### src/tga_rle_pixel_decoder_macros.svh
// ----------------------------------------------------------------------------
// tga_rle_pixel_decoder_macros.svh
// Assertion macros used by the run-length pixel decoder core
// ----------------------------------------------------------------------------
`ifndef TGA_RLE_PIXEL_DECODER_MACROS_SVH
`define TGA_RLE_PIXEL_DECODER_MACROS_SVH

// same-cycle implication, checked out of reset
`define TGARD_ASSERT_IMPL(label, ante, cons, msg) \
  label: assert property (@(posedge clk) disable iff (!rst_n) (ante) |-> (cons)) \
    else $error(msg);

// next-cycle implication, checked out of reset
`define TGARD_ASSERT_NEXT(label, ante, cons, msg) \
  label: assert property (@(posedge clk) disable iff (!rst_n) (ante) |=> (cons)) \
    else $error(msg);

`endif

### src/tgard_pkg.sv
// ----------------------------------------------------------------------------
// tgard_pkg
// Types, constants and helper functions of the run-length pixel decoder
// ----------------------------------------------------------------------------
package tgard_pkg;

  localparam logic [1:0] CFG_IDX_BPP    = 2'd0;
  localparam logic [1:0] CFG_IDX_WIDTH  = 2'd1;
  localparam logic [1:0] CFG_IDX_HEIGHT = 2'd2;

  localparam logic [2:0] BPP_RESET     = 3'd4;
  localparam logic [7:0] RLE_RUN_FLAG  = 8'd128;
  localparam logic [7:0] RLE_RUN_BIAS  = 8'd127;

  typedef struct packed {
    logic [2:0]  bpp;
    logic [31:0] total;
  } cfg_t;

  function automatic logic [2:0] eff_bpp(input logic [2:0] raw);
    logic [2:0] res;
    if (raw == 3'd0) begin
      res = 3'd1;
    end else if (raw > 3'd4) begin
      res = 3'd4;
    end else begin
      res = raw;
    end
    return res;
  endfunction

  function automatic logic [31:0] pixel_mask(input logic [2:0] bpp);
    logic [31:0] res;
    unique case (bpp)
      3'd1:    res = 32'h0000_00FF;
      3'd2:    res = 32'h0000_FFFF;
      3'd3:    res = 32'h00FF_FFFF;
      default: res = 32'hFFFF_FFFF;
    endcase
    return res;
  endfunction

endpackage

### src/tgard_cfg.sv
// ----------------------------------------------------------------------------
// tgard_cfg
// Configuration registers and registered pixel total of the decoder
// ----------------------------------------------------------------------------
module tgard_cfg
  import tgard_pkg::*;
(
  input  logic        clk,
  input  logic        rst_n,
  input  logic        cfg_we,
  input  logic [1:0]  cfg_index,
  input  logic [15:0] cfg_wdata,
  output cfg_t        cfg
);

  logic [2:0]  bpp_r;
  logic [15:0] width_r;
  logic [15:0] height_r;
  logic [31:0] total_r;

  always_ff @(posedge clk) begin
    if (!rst_n) begin
      bpp_r    <= BPP_RESET;
      width_r  <= '0;
      height_r <= '0;
      total_r  <= '0;
    end else begin
      total_r <= {16'd0, width_r} * {16'd0, height_r};
      if (cfg_we) begin
        unique case (cfg_index)
          CFG_IDX_BPP:    bpp_r    <= cfg_wdata[2:0];
          CFG_IDX_WIDTH:  width_r  <= cfg_wdata;
          CFG_IDX_HEIGHT: height_r <= cfg_wdata;
          default: ;
        endcase
      end
    end
  end

  assign cfg.bpp   = eff_bpp(bpp_r);
  assign cfg.total = total_r;

endmodule

### src/tgard_in_reg.sv
// ----------------------------------------------------------------------------
// tgard_in_reg
// Input byte register with stall back-pressure from the decode stage
// ----------------------------------------------------------------------------
module tgard_in_reg
  import tgard_pkg::*;
(
  input  logic       clk,
  input  logic       rst_n,
  input  logic       in_valid,
  output logic       in_stall,
  input  logic [7:0] in_data_byte,
  input  logic       take,
  output logic       byte_valid,
  output logic [7:0] byte_data
);

  logic       valid_r;
  logic       valid_nxt;
  logic [7:0] data_r;
  logic       load;

  assign in_stall  = valid_r && !take;
  assign load      = in_valid && !in_stall;
  assign valid_nxt = load || (valid_r && !take);

  always_ff @(posedge clk) begin
    if (!rst_n) begin
      valid_r <= 1'b0;
    end else begin
      valid_r <= valid_nxt;
    end
  end

  always_ff @(posedge clk) begin
    if (load) begin
      data_r <= in_data_byte;
    end
  end

  assign byte_valid = valid_r;
  assign byte_data  = data_r;

endmodule

### src/tgard_core.sv
// ----------------------------------------------------------------------------
// tgard_core
// Chunk and pixel decode state with the registered result word
// ----------------------------------------------------------------------------
`include "tga_rle_pixel_decoder_macros.svh"

module tgard_core
  import tgard_pkg::*;
(
  input  logic        clk,
  input  logic        rst_n,
  input  cfg_t        cfg,
  input  logic        byte_valid,
  input  logic [7:0]  byte_data,
  output logic        take,
  output logic        out_valid,
  input  logic        out_stall,
  output logic [31:0] out_pixel_value,
  output logic [7:0]  out_repeat_count,
  output logic        out_last_pixel
);

  logic        expect_hdr_r, expect_hdr_nxt;
  logic        run_r, run_nxt;
  logic [7:0]  left_r, left_nxt;
  logic [1:0]  bip_r, bip_nxt;
  logic [31:0] gather_r, gather_nxt;
  logic [31:0] done_r, done_nxt;
  logic        out_valid_r, out_valid_nxt;
  logic [31:0] pixel_r;
  logic [7:0]  repeat_r;
  logic        last_r;

  logic        produce;
  logic [31:0] gather_new;
  logic        done_ge;
  logic [31:0] remaining;
  logic [7:0]  rpt_raw;
  logic [7:0]  rpt;
  logic        last_c;

  assign take = byte_valid && (!out_valid_r || !out_stall);

  always_comb begin
    expect_hdr_nxt = expect_hdr_r;
    run_nxt        = run_r;
    left_nxt       = left_r;
    bip_nxt        = bip_r;
    gather_nxt     = gather_r;
    done_nxt       = done_r;
    produce        = 1'b0;
    gather_new     = gather_r | ({24'd0, byte_data} << {bip_r, 3'b000});
    done_ge        = cfg.total <= done_r;
    remaining      = cfg.total - done_r;
    rpt_raw        = (run_r && left_r != 8'd0) ? left_r : 8'd1;
    if (done_ge) begin
      rpt = 8'd1;
    end else if ({24'd0, rpt_raw} > remaining) begin
      rpt = remaining[7:0];
    end else begin
      rpt = rpt_raw;
    end
    last_c = done_ge || ({24'd0, rpt} >= remaining);

    if (take) begin
      if (expect_hdr_r) begin
        if (cfg.total != 32'd0) begin
          run_nxt        = byte_data >= RLE_RUN_FLAG;
          left_nxt       = (byte_data >= RLE_RUN_FLAG) ? byte_data - RLE_RUN_BIAS
                                                       : byte_data + 8'd1;
          expect_hdr_nxt = 1'b0;
          bip_nxt        = '0;
          gather_nxt     = '0;
        end
      end else if (({1'b0, bip_r} + 3'd1) < cfg.bpp) begin
        bip_nxt    = bip_r + 2'd1;
        gather_nxt = gather_new;
      end else begin
        produce    = 1'b1;
        bip_nxt    = '0;
        gather_nxt = '0;
        if (last_c) begin
          done_nxt       = '0;
          expect_hdr_nxt = 1'b1;
          run_nxt        = 1'b0;
          left_nxt       = '0;
        end else begin
          done_nxt = done_r + {24'd0, rpt};
          if (run_r || left_r <= 8'd1) begin
            left_nxt       = '0;
            expect_hdr_nxt = 1'b1;
          end else begin
            left_nxt = left_r - 8'd1;
          end
        end
      end
    end
    out_valid_nxt = produce || (out_valid_r && out_stall);
  end

  always_ff @(posedge clk) begin
    if (!rst_n) begin
      expect_hdr_r <= 1'b1;
      run_r        <= 1'b0;
      left_r       <= '0;
      bip_r        <= '0;
      gather_r     <= '0;
      done_r       <= '0;
      out_valid_r  <= 1'b0;
    end else begin
      expect_hdr_r <= expect_hdr_nxt;
      run_r        <= run_nxt;
      left_r       <= left_nxt;
      bip_r        <= bip_nxt;
      gather_r     <= gather_nxt;
      done_r       <= done_nxt;
      out_valid_r  <= out_valid_nxt;
    end
  end

  always_ff @(posedge clk) begin
    if (produce) begin
      pixel_r  <= gather_new & pixel_mask(cfg.bpp);
      repeat_r <= rpt;
      last_r   <= last_c;
    end
  end

  assign out_valid        = out_valid_r;
  assign out_pixel_value  = pixel_r;
  assign out_repeat_count = repeat_r;
  assign out_last_pixel   = last_r;

  `TGARD_ASSERT_IMPL(a_chunk_not_empty, !expect_hdr_r, left_r != 8'd0, "open chunk with no pixels")
  `TGARD_ASSERT_NEXT(a_last_restarts, produce && last_c, expect_hdr_r && done_r == 32'd0, "image end did not restart")
  `TGARD_ASSERT_NEXT(a_progress, produce && !last_c, done_r != 32'd0, "pixel count did not advance")
  `TGARD_ASSERT_NEXT(a_result_count, produce, out_valid_r && out_repeat_count != 8'd0, "result lost or zero count")

endmodule

### src/tga_rle_pixel_decoder.sv
// ----------------------------------------------------------------------------
// tga_rle_pixel_decoder
// Run-length image pixel decoder, one decoded pixel per result word
// ----------------------------------------------------------------------------
// Takes one stream byte per clock and sustains that rate while the result
// side is not stalled; a byte passes an input register and the decode stage,
// and the result word for the byte that completes a pixel is registered in
// the output register. A result word held by out_stall holds the byte in
// the input register, and in_stall follows within the same cycle.
// Each pixel yields one word with its repeat count (1 for raw pixels, clipped
// to the pixels left), and last_pixel marks the end of the image, after which
// the next byte is taken as the next image's first chunk header. The pixel
// total is registered from width and height, so write the configuration only
// while the block is idle.
module tga_rle_pixel_decoder
  import tgard_pkg::*;
(
  input  logic        clk,
  input  logic        rst_n,
  input  logic        cfg_we,
  input  logic [1:0]  cfg_index,
  input  logic [15:0] cfg_wdata,
  input  logic        in_valid,
  output logic        in_stall,
  input  logic [7:0]  in_data_byte,
  output logic        out_valid,
  input  logic        out_stall,
  output logic [31:0] out_pixel_value,
  output logic [7:0]  out_repeat_count,
  output logic        out_last_pixel
);

  cfg_t       cfg;
  logic       take;
  logic       byte_valid;
  logic [7:0] byte_data;

  tgard_cfg u_cfg (
    .clk       (clk),
    .rst_n     (rst_n),
    .cfg_we    (cfg_we),
    .cfg_index (cfg_index),
    .cfg_wdata (cfg_wdata),
    .cfg       (cfg)
  );

  tgard_in_reg u_in_reg (
    .clk          (clk),
    .rst_n        (rst_n),
    .in_valid     (in_valid),
    .in_stall     (in_stall),
    .in_data_byte (in_data_byte),
    .take         (take),
    .byte_valid   (byte_valid),
    .byte_data    (byte_data)
  );

  tgard_core u_core (
    .clk              (clk),
    .rst_n            (rst_n),
    .cfg              (cfg),
    .byte_valid       (byte_valid),
    .byte_data        (byte_data),
    .take             (take),
    .out_valid        (out_valid),
    .out_stall        (out_stall),
    .out_pixel_value  (out_pixel_value),
    .out_repeat_count (out_repeat_count),
    .out_last_pixel   (out_last_pixel)
  );

endmodule
### config.mk
export PLATFORM = sky130hd
export DESIGN_NAME = tga_rle_pixel_decoder
export DESIGN_NICKNAME = d
export VERILOG_FILES = /design/src/tgard_pkg.sv /design/src/tgard_cfg.sv /design/src/tgard_in_reg.sv /design/src/tgard_core.sv /design/src/tga_rle_pixel_decoder.sv
export VERILOG_INCLUDE_DIRS = /design/src /design/src/src
export SDC_FILE = /design/constraint.sdc
export NUM_CORES = 1
export LEC_CHECK = 0
export ABC_CLOCK_PERIOD_IN_PS = 10660
export BUFFER_PORTS_ARGS = -buffer_cell sky130_fd_sc_hd__buf_2
export CORE_ASPECT_RATIO = 1.25
export CORE_MARGIN = 8
export CORE_UTILIZATION = 27
export DETAILED_ROUTE_END_ITERATION = 12
export HOLD_SLACK_MARGIN = 0.08
export PLACE_DENSITY = 0.45
export SLEW_MARGIN = 20
export SYNTH_ARGS = -nofsm -noshare
export SYNTH_HDL_FRONTEND = slang
export SYNTH_HIERARCHICAL = 1
export SYNTH_SLANG_ARGS = --single-unit
export TNS_END_PERCENT = 100
### constraint.sdc
create_clock -name clk -period 10.66 [get_ports clk]
set_input_delay 1.066 -clock clk [delete_from_list [all_inputs] [get_ports clk]]
set_output_delay 1.066 -clock clk [all_outputs]
set_load 0.05 [all_outputs]
Yosys cells after proc, flatten, opt, wreduce, memory -nomap -nowiden

Index checks and enable logic that the tools add are counted.

Bits in registers: 194
Bits of input ports: 31
Output and inout bits: 43
Logic and storage cells: 101

Add/subtract/negate cells: 7
Multiply operators: 1
Magnitude comparators: 7
Eq/ne operators: 7
Shifts and indexed selects: 1
Muxes and demuxes: 32
Bitwise logic cells: 4
Reductions and logical operators: 26

Operators by type and width:

| cell                  | number |
|---|---|
| $mux W32              | 5 |
| $pmux W32 S3          | 1 |
| $mux W8               | 9 |
| $add A32 B8 Y32       | 1 |
| $and A32 B32 Y32      | 1 |
| $ge A8 B32 Y1         | 1 |
| $gt A8 B32 Y1         | 1 |
| $le A32 B32 Y1        | 1 |
| $mul A16 B16 Y32      | 1 |
| $or A32 B32 Y32       | 1 |
| $reduce_bool A32 Y1   | 1 |
| $shl A8 B5 Y32        | 1 |
| $sub A32 B32 Y32      | 1 |
| $mux W1               | 12 |
| $add A8 B1 Y8 const B | 1 |
| $ge A8 B8 Y1 const B  | 1 |
| $le A8 B1 Y1 const B  | 1 |
| $reduce_and A2 Y1     | 4 |
| $reduce_bool A8 Y1    | 1 |
| $sub A8 B1 Y8 const B | 1 |
| $sub A8 B7 Y8 const B | 1 |
| $eq A3 B2 Y1 const B  | 2 |
| $mux W2               | 3 |
| $mux W3               | 2 |
| 18 further kinds      | 31 |

Logic depth before layout (Yosys ltp)

Word-level depth: 11
Mapped depth: 29
Gate-level depth less buffers: 28

Cells and area by module

Netlist, hierarchy kept.

Modules (own cells, without submodules):

| module       | times used | cells an instance | area each (sq um) | sequential area each (sq um) |
|---|---|---|---|---|
| tgard_cfg    | 1          | 1259              | 10857.9           | 1341.3 |
| tgard_core   | 1          | 1003              | 8171.6            | 2772.7 |
| tgard_in_reg | 1          | 12                | 287.8             | 260.2 |

Worst setup path before layout

OpenSTA, ideal clock, no wires.

Path type: flip-flop to flip-flop
From: register u_cfg.height_r[9]
To: register u_cfg.total_r[29]
Setup time: 0.073 ns
Arrival time: 5.702 ns
Path slack: 4.885 ns
Stages on the path, launching flop included: 22
Buffers on the path: 2
Clock period less this slack: 5.775 ns
Cell sequence: dfxtp_1 > clkbuf_1 > clkbuf_1 > nand2_1 > fa_1 > inv_1 > fa_1 > inv_1 > fa_1 > inv_1 > fa_1 > fa_1 > inv_1 > fa_1 > inv_1 > ha_1 > a21oi_1 > o211ai_1 > nand2_1 > a22o_1 > or4_4 > o211ai_2

Word-level cells in the longest chain between the ends: 1

RTL lines:

| element                  | RTL line        | text |
|---|---|---|
| start: declaration       | tgard_cfg.sv:18 | `logic [15:0] height_r;` |
| start signal: assignment | tgard_cfg.sv:33 | `CFG_IDX_HEIGHT: height_r <= cfg_wdata;` |
| $mul A16 B16 Y32         | tgard_cfg.sv:28 | `total_r <= {16'd0, width_r} * {16'd0, height_r};` |
| end signal: assignment   | tgard_cfg.sv:28 |  |
| end: declaration         | tgard_cfg.sv:19 | `logic [31:0] total_r;` |

No other way between the ends.
A chain may end at the register's enable or synchronous reset.

Final worst setup path

From: register u_core.done_r[8]
To: register u_core.done_r[24]

Word-level cells in the longest chain between the ends: 7
Elaborated cells between the ends (all ways): 9

RTL lines:

| element                  | RTL line          | text |
|---|---|---|
| start: declaration       | tgard_core.sv:28  | `logic [31:0] done_r, done_nxt;` |
| start signal: assignment | tgard_core.sv:116 | `done_r <= done_nxt;` |
| $sub A32 B32 Y32         | tgard_core.sv:54  | `remaining = cfg.total - done_r;` |
| $gt A8 B32 Y1            | tgard_core.sv:58  | `end else if ({24'd0, rpt_raw} > remaining) begin` |
| $mux W8                  | tgard_core.sv:58  |  |
| $mux W8 *                | tgard_core.sv:56  | `if (done_ge) begin` |
| named net u_core.rpt[1]  | tgard_core.sv:39  | `logic [7:0] rpt;` |
| $ge A8 B32 Y1            | tgard_core.sv:63  | `last_c = done_ge \|\| ({24'd0, rpt} >= remaining);` |
| $logic_or A1 B1 Y1       | tgard_core.sv:63  |  |
| $mux W32 *               | tgard_core.sv:82  | `if (last_c) begin` |

The timed path passes the listed nets; every way through them passes the cells marked *.

==> flow_summary_export.csv <==
group,metric,value,unit
synth,synth_cell_types,90,
critical_path,timing.critical_path.from_type,"flop",
place,placed_cell_area,20500,sq um
critical_path,r2r_start,"u_core/done_r[8]",
routing,wire_per_inst,17.8,microns
critical_path,highest_net_fanout_along_the_worst_path,30,
floorplan,starting_density,27.3,%
synth,xor_xnor_portion_of_the_synthesized_cell_area,2.95,%
place,gp_congestion,0.899,
floorplan,die_area,80400,sq um
clocking,cts_hold_buffers,0,
clocking,clockRootBuffer,"sky130_fd_sc_hd__clkbuf_16",
routing,drt-pass1-iter-count,5,
synth,postSynth.topFlopCell,"sky130_fd_sc_hd__dfxtp_1",
floorplan,die_height,315,microns
global_route,grt.met1_usage,17.5,%
layout,layout.cell_area.non_filler,21100,sq um
power,finalPower,1.80,mW
sta,clock_tree_skew_after_final_layout,0.0242,ns
clocking,post_cts_setup_buffers,0,
layout,nFillCells,7503,
power,irDropWorstVdd,0.130,mV
critical_path,r2r_slack,3.84,ns
floorplan,floorplan.io_pins,74,
sta,slew-limit-headroom,29.7,%
synth,postSynthCellCount,2274,
routing,antenna_violating_nets_post_route,0,
global_route,grt.total_usage,14.5,%
min_path,whs_path_depth,2,
synth,synth_top_cell_area_share,20.3,%
global_route,grt_start_max_net_pins,60,
synth,synth_simple_gate_area_share,20.6,%
critical_path,crit_family,"compound AO/OA/AOI/OAI gates",
routing,detailed_route_wire_length,57300,microns
global_route,global_route.usage.met3,1.88,%
sta,maxClockFrequency,0.147,GHz
routing,drt_iter0_drc,786,
sta,worst_pin_slew,1.05,ns
clocking,clock-sinks,194,
synth,synth_top_cell_by_area,"sky130_fd_sc_hd__fa_1",
synth,ys_async_sr_fraction,0,%
clocking,tritoncts.num_buffers,17,
synth,adder_cell_share_of_the_synthesized_area,31.2,%
critical_path,cp_slowest_cell,"sky130_fd_sc_hd__a21oi_4",
floorplan,rows,109,
synth,synth.yosys.warnings,6,
global_route,antenna_violations_before_repair,1,
global_route,grt_pass1_wl,92000,microns
critical_path,timing.setup.critical_path_class,"reg -> reg",
critical_path,slowest_delay,0.80,ns
critical_path,path_cells,"inv_1 > ha_1 > a21oi_1 > a21boi_2 > o22ai_1 > o31ai_1 > nand3_1 > a2111oi_0 > nand4_1 > nor4_4 > nand2b_1 > a21oi_1 > ha_1 > a21o_1 > a21o_1 > a21o_1 > a21o_1 > a21oi_1 > o21ai_0 > or4b_1 > a21oi_4 > nor3b_1",
sta,setup-tns-final,0,ns
layout,synthToLayoutAreaGrowth,9.12,%
sta,min_period_over_period,64.0,%
sta,grt_setup_unrepaired,"false",
synth,ys_seq_area_share,22.6,%
flow_run,cap_viol_max_count,0,
sta,final_period_minus_worst_setup_slack,6.82,ns
global_route,vias_in_the_first_global_route,16400,
clocking,cts_htree_levels,4,
synth,ys_ff_latch,194,
clocking,cts-resized-gates,0,
power,power-per-cell-area,85.6,nW/um^2
clocking,clkLatencyLatePin,0.49,ns
min_path,holdPathEnd,"u_core/gather_r[9]",
synth,main_combinational_cell_family_by_area_after_synthesis,"adder cells",
global_route,grt_util_met2,26.4,%
sta,whs,0.476,ns
synth,synth_area_leaders,"sky130_fd_sc_hd__fa_1, sky130_fd_sc_hd__dfxtp_1, sky130_fd_sc_hd__ha_1",
sta,finalSetupViolCount,0,
power,p_leak,9.52,nW
min_path,worst_hold_path_type,"reg -> reg",
synth,synth_nets,2669,
critical_path,critPathArrivalTime,7.15,ns
synth,postSynthAreaPerCell,8.49,sq um
global_route,globalRoute.busiestLayer,"met2",
critical_path,r2r.worst_path.cells,22,
clocking,max-clock-path-buffers,2,
critical_path,worst_ep_required_time,10.99,ns
min_path,hold_start,"u_core/gather_r[9]",
layout,antenna_cells_inserted,0,
routing,drc,0,
synth,synth.cell_area,19300,sq um
floorplan,die_w,255,microns
layout,drive_above_1_share,6.69,%
clocking,cts.clk_slew.worst_paths,0.08,ns
routing,avgViaCountPerCell,4.85,
critical_path,endpoint_kind,"flop",
place,dp.final_hpwl,45900,microns
synth,post-synth-top-count-cell,"sky130_fd_sc_hd__inv_1",
synth,synth_area_in_compound_gates,13.4,%
synth,top_post_synthesis_cells_by_count,"sky130_fd_sc_hd__inv_1, sky130_fd_sc_hd__nand2_1, sky130_fd_sc_hd__fa_1",
place,io_buffer_count,73,
sta,final-max-slew-violation-count,0,
sta,hold_viol_final,0,
layout,final_nets,2653,
critical_path,cell_mode_on_critical_path,"sky130_fd_sc_hd__a21o_1",
synth,yosys-mux-area-fraction,0.881,%
routing,route.vias.total,15600,
critical_path,number_of_buffers_and_inverters_on_the_critical_path,1,
critical_path,r2r_end,"u_core/done_r[24]",
outcome,status,"completed",
synth,synth_edf_count,49,
global_route,grt.overflow.total,0,
clocking,cts_tree,"built",
floorplan,core_area,70800,sq um
## worst register-to-register path, cell delays in order, from the launching register on
cell	delay [ns]
sky130_fd_sc_hd__dfxtp_1	0.38
sky130_fd_sc_hd__inv_1	0.11
sky130_fd_sc_hd__ha_1	0.39
sky130_fd_sc_hd__a21oi_1	0.23
sky130_fd_sc_hd__a21boi_2	0.32
sky130_fd_sc_hd__o22ai_1	0.17
sky130_fd_sc_hd__o31ai_1	0.54
sky130_fd_sc_hd__nand3_1	0.13
sky130_fd_sc_hd__a2111oi_0	0.48
sky130_fd_sc_hd__nand4_1	0.31
sky130_fd_sc_hd__nor4_4	0.53
sky130_fd_sc_hd__nand2b_1	0.12
sky130_fd_sc_hd__a21oi_1	0.40
sky130_fd_sc_hd__ha_1	0.21
sky130_fd_sc_hd__a21o_1	0.10
sky130_fd_sc_hd__a21o_1	0.11
sky130_fd_sc_hd__a21o_1	0.11
sky130_fd_sc_hd__a21o_1	0.11
sky130_fd_sc_hd__a21oi_1	0.06
sky130_fd_sc_hd__o21ai_0	0.15
sky130_fd_sc_hd__or4b_1	0.78
sky130_fd_sc_hd__a21oi_4	0.81
sky130_fd_sc_hd__nor3b_1	0.16
## placed cells by master (no fill, tap or decap), types with 5 or more instances in the layout
master                      netlist  final
sky130_fd_sc_hd__o21a_1          25     25
sky130_fd_sc_hd__nor3_1          51     51
sky130_fd_sc_hd__nand4_1         40     40
sky130_fd_sc_hd__and2_1         135    135
sky130_fd_sc_hd__nor2_1         143    142
sky130_fd_sc_hd__and4_1           8      8
sky130_fd_sc_hd__a21boi_0         8      8
sky130_fd_sc_hd__buf_2            6     73
sky130_fd_sc_hd__a21o_1          32     32
sky130_fd_sc_hd__clkbuf_16        0     17
sky130_fd_sc_hd__a31oi_1          8      8
sky130_fd_sc_hd__a211oi_1         7      7
sky130_fd_sc_hd__or4_1            5      5
sky130_fd_sc_hd__nor2b_1          9      9
sky130_fd_sc_hd__o211ai_1        11     11
sky130_fd_sc_hd__nor3b_1         19     19
sky130_fd_sc_hd__dfxtp_1        145    145
sky130_fd_sc_hd__xor2_1          18     18
sky130_fd_sc_hd__a21oi_1        189    189
sky130_fd_sc_hd__o21bai_1         7      7
sky130_fd_sc_hd__nand3_1         28     28
sky130_fd_sc_hd__edfxtp_1        49     49
sky130_fd_sc_hd__nand2_1        292    292
sky130_fd_sc_hd__and3_1           9      9
sky130_fd_sc_hd__mux2_2           8      8
sky130_fd_sc_hd__xnor2_1         47     47
sky130_fd_sc_hd__inv_1          305    304
sky130_fd_sc_hd__o21ai_0         54     54
sky130_fd_sc_hd__or3_1            6      6
sky130_fd_sc_hd__ha_1           168    168
sky130_fd_sc_hd__o31ai_1          9      9
sky130_fd_sc_hd__nand2b_1        18     18
sky130_fd_sc_hd__fa_1           196    196
sky130_fd_sc_hd__o22ai_1          5      5
sky130_fd_sc_hd__buf_4            0      7
sky130_fd_sc_hd__nor4_1          18     18
sky130_fd_sc_hd__mux2i_1          8      8
sky130_fd_sc_hd__o21ai_1          6      6
## kinds of logic (layout without fill, tap and decap cells)
kind of cell	after synthesis	in the layout
adders and majority gates	364	364
buffers and inverters	421	418
AOI/OAI and AO/OA	410	410
DFF	194	194
xor gates and xnor gates	65	65
and+or+nand+nor	804	804
muxes	16	16
## layout make-up
cell class	count	area (sq um)	area share (%)
repair buffers	80	418	1.98
clock inverters	15	198	0.938
multi-input cells	1659	13300	63.3
inverters	306	1150	5.45
clock buffers	17	425	2.02
well taps	943	1180	5.60
flip-flops and latches	194	4370	20.8
## worst max path at each step
stage | start | endpoint | slack, ns | cells past startpoint
after floorplan | u_cfg/height_r[9] | u_cfg/total_r[29] | 4.88 | 21
after global placement | u_cfg/total_r[0] | u_core/done_r[2] | 3.88 | 24
after detailed placement | u_cfg/total_r[0] | u_core/done_r[24] | 3.83 | 23
after CTS | u_cfg/total_r[0] | u_core/done_r[24] | 3.79 | 23
after global routing | u_cfg/total_r[0] | u_core/done_r[19] | 3.22 | 23
final | u_core/done_r[8] | u_core/done_r[24] | 3.84 | 22
## through the flow
step / util [%] / worst slack (ns) / cells
finish: 29.8 / 3.84 / 3214
CTS: 29.8 / 3.79 / 3214
global placement: 28.9 / 3.88 / 3182
floorplan: - / 4.88 / 2274
detailed placement: 28.9 / 3.83 / 3182
global route: 29.8 / 3.22 / 3214
## flip-flops by register name, indices dropped and copies added (netlist names)
name / count
u_in_reg/byte_data: 8
u_core/expect_hdr_r: 1
u_core/out_valid: 1
u_core/run_r: 1
u_cfg/height_r: 16
u_cfg/width_r: 16
u_in_reg/byte_valid: 1
u_core/out_repeat_count: 8
u_cfg/bpp_r: 3
u_core/left_r: 8
u_core/out_pixel_value: 32
u_core/done_r: 32
u_core/gather_r: 32
u_cfg/total_r: 32
u_core/out_last_pixel: 1
u_core/bip_r: 2
## report_power, final
group          switching [mW]  internal [mW]
Sequential             0.0447          0.771
Combinational           0.188          0.114
Clock                   0.360          0.325
Total                   0.593           1.21
## routing by layer
metal,up-vias,share of wire (%)
met2,289,52
li1,7472,-
met4,0,2.1
met5,-,0
met3,69,2.8
met1,7744,43
No activity file was read; power rests on OpenSTA's default activity.
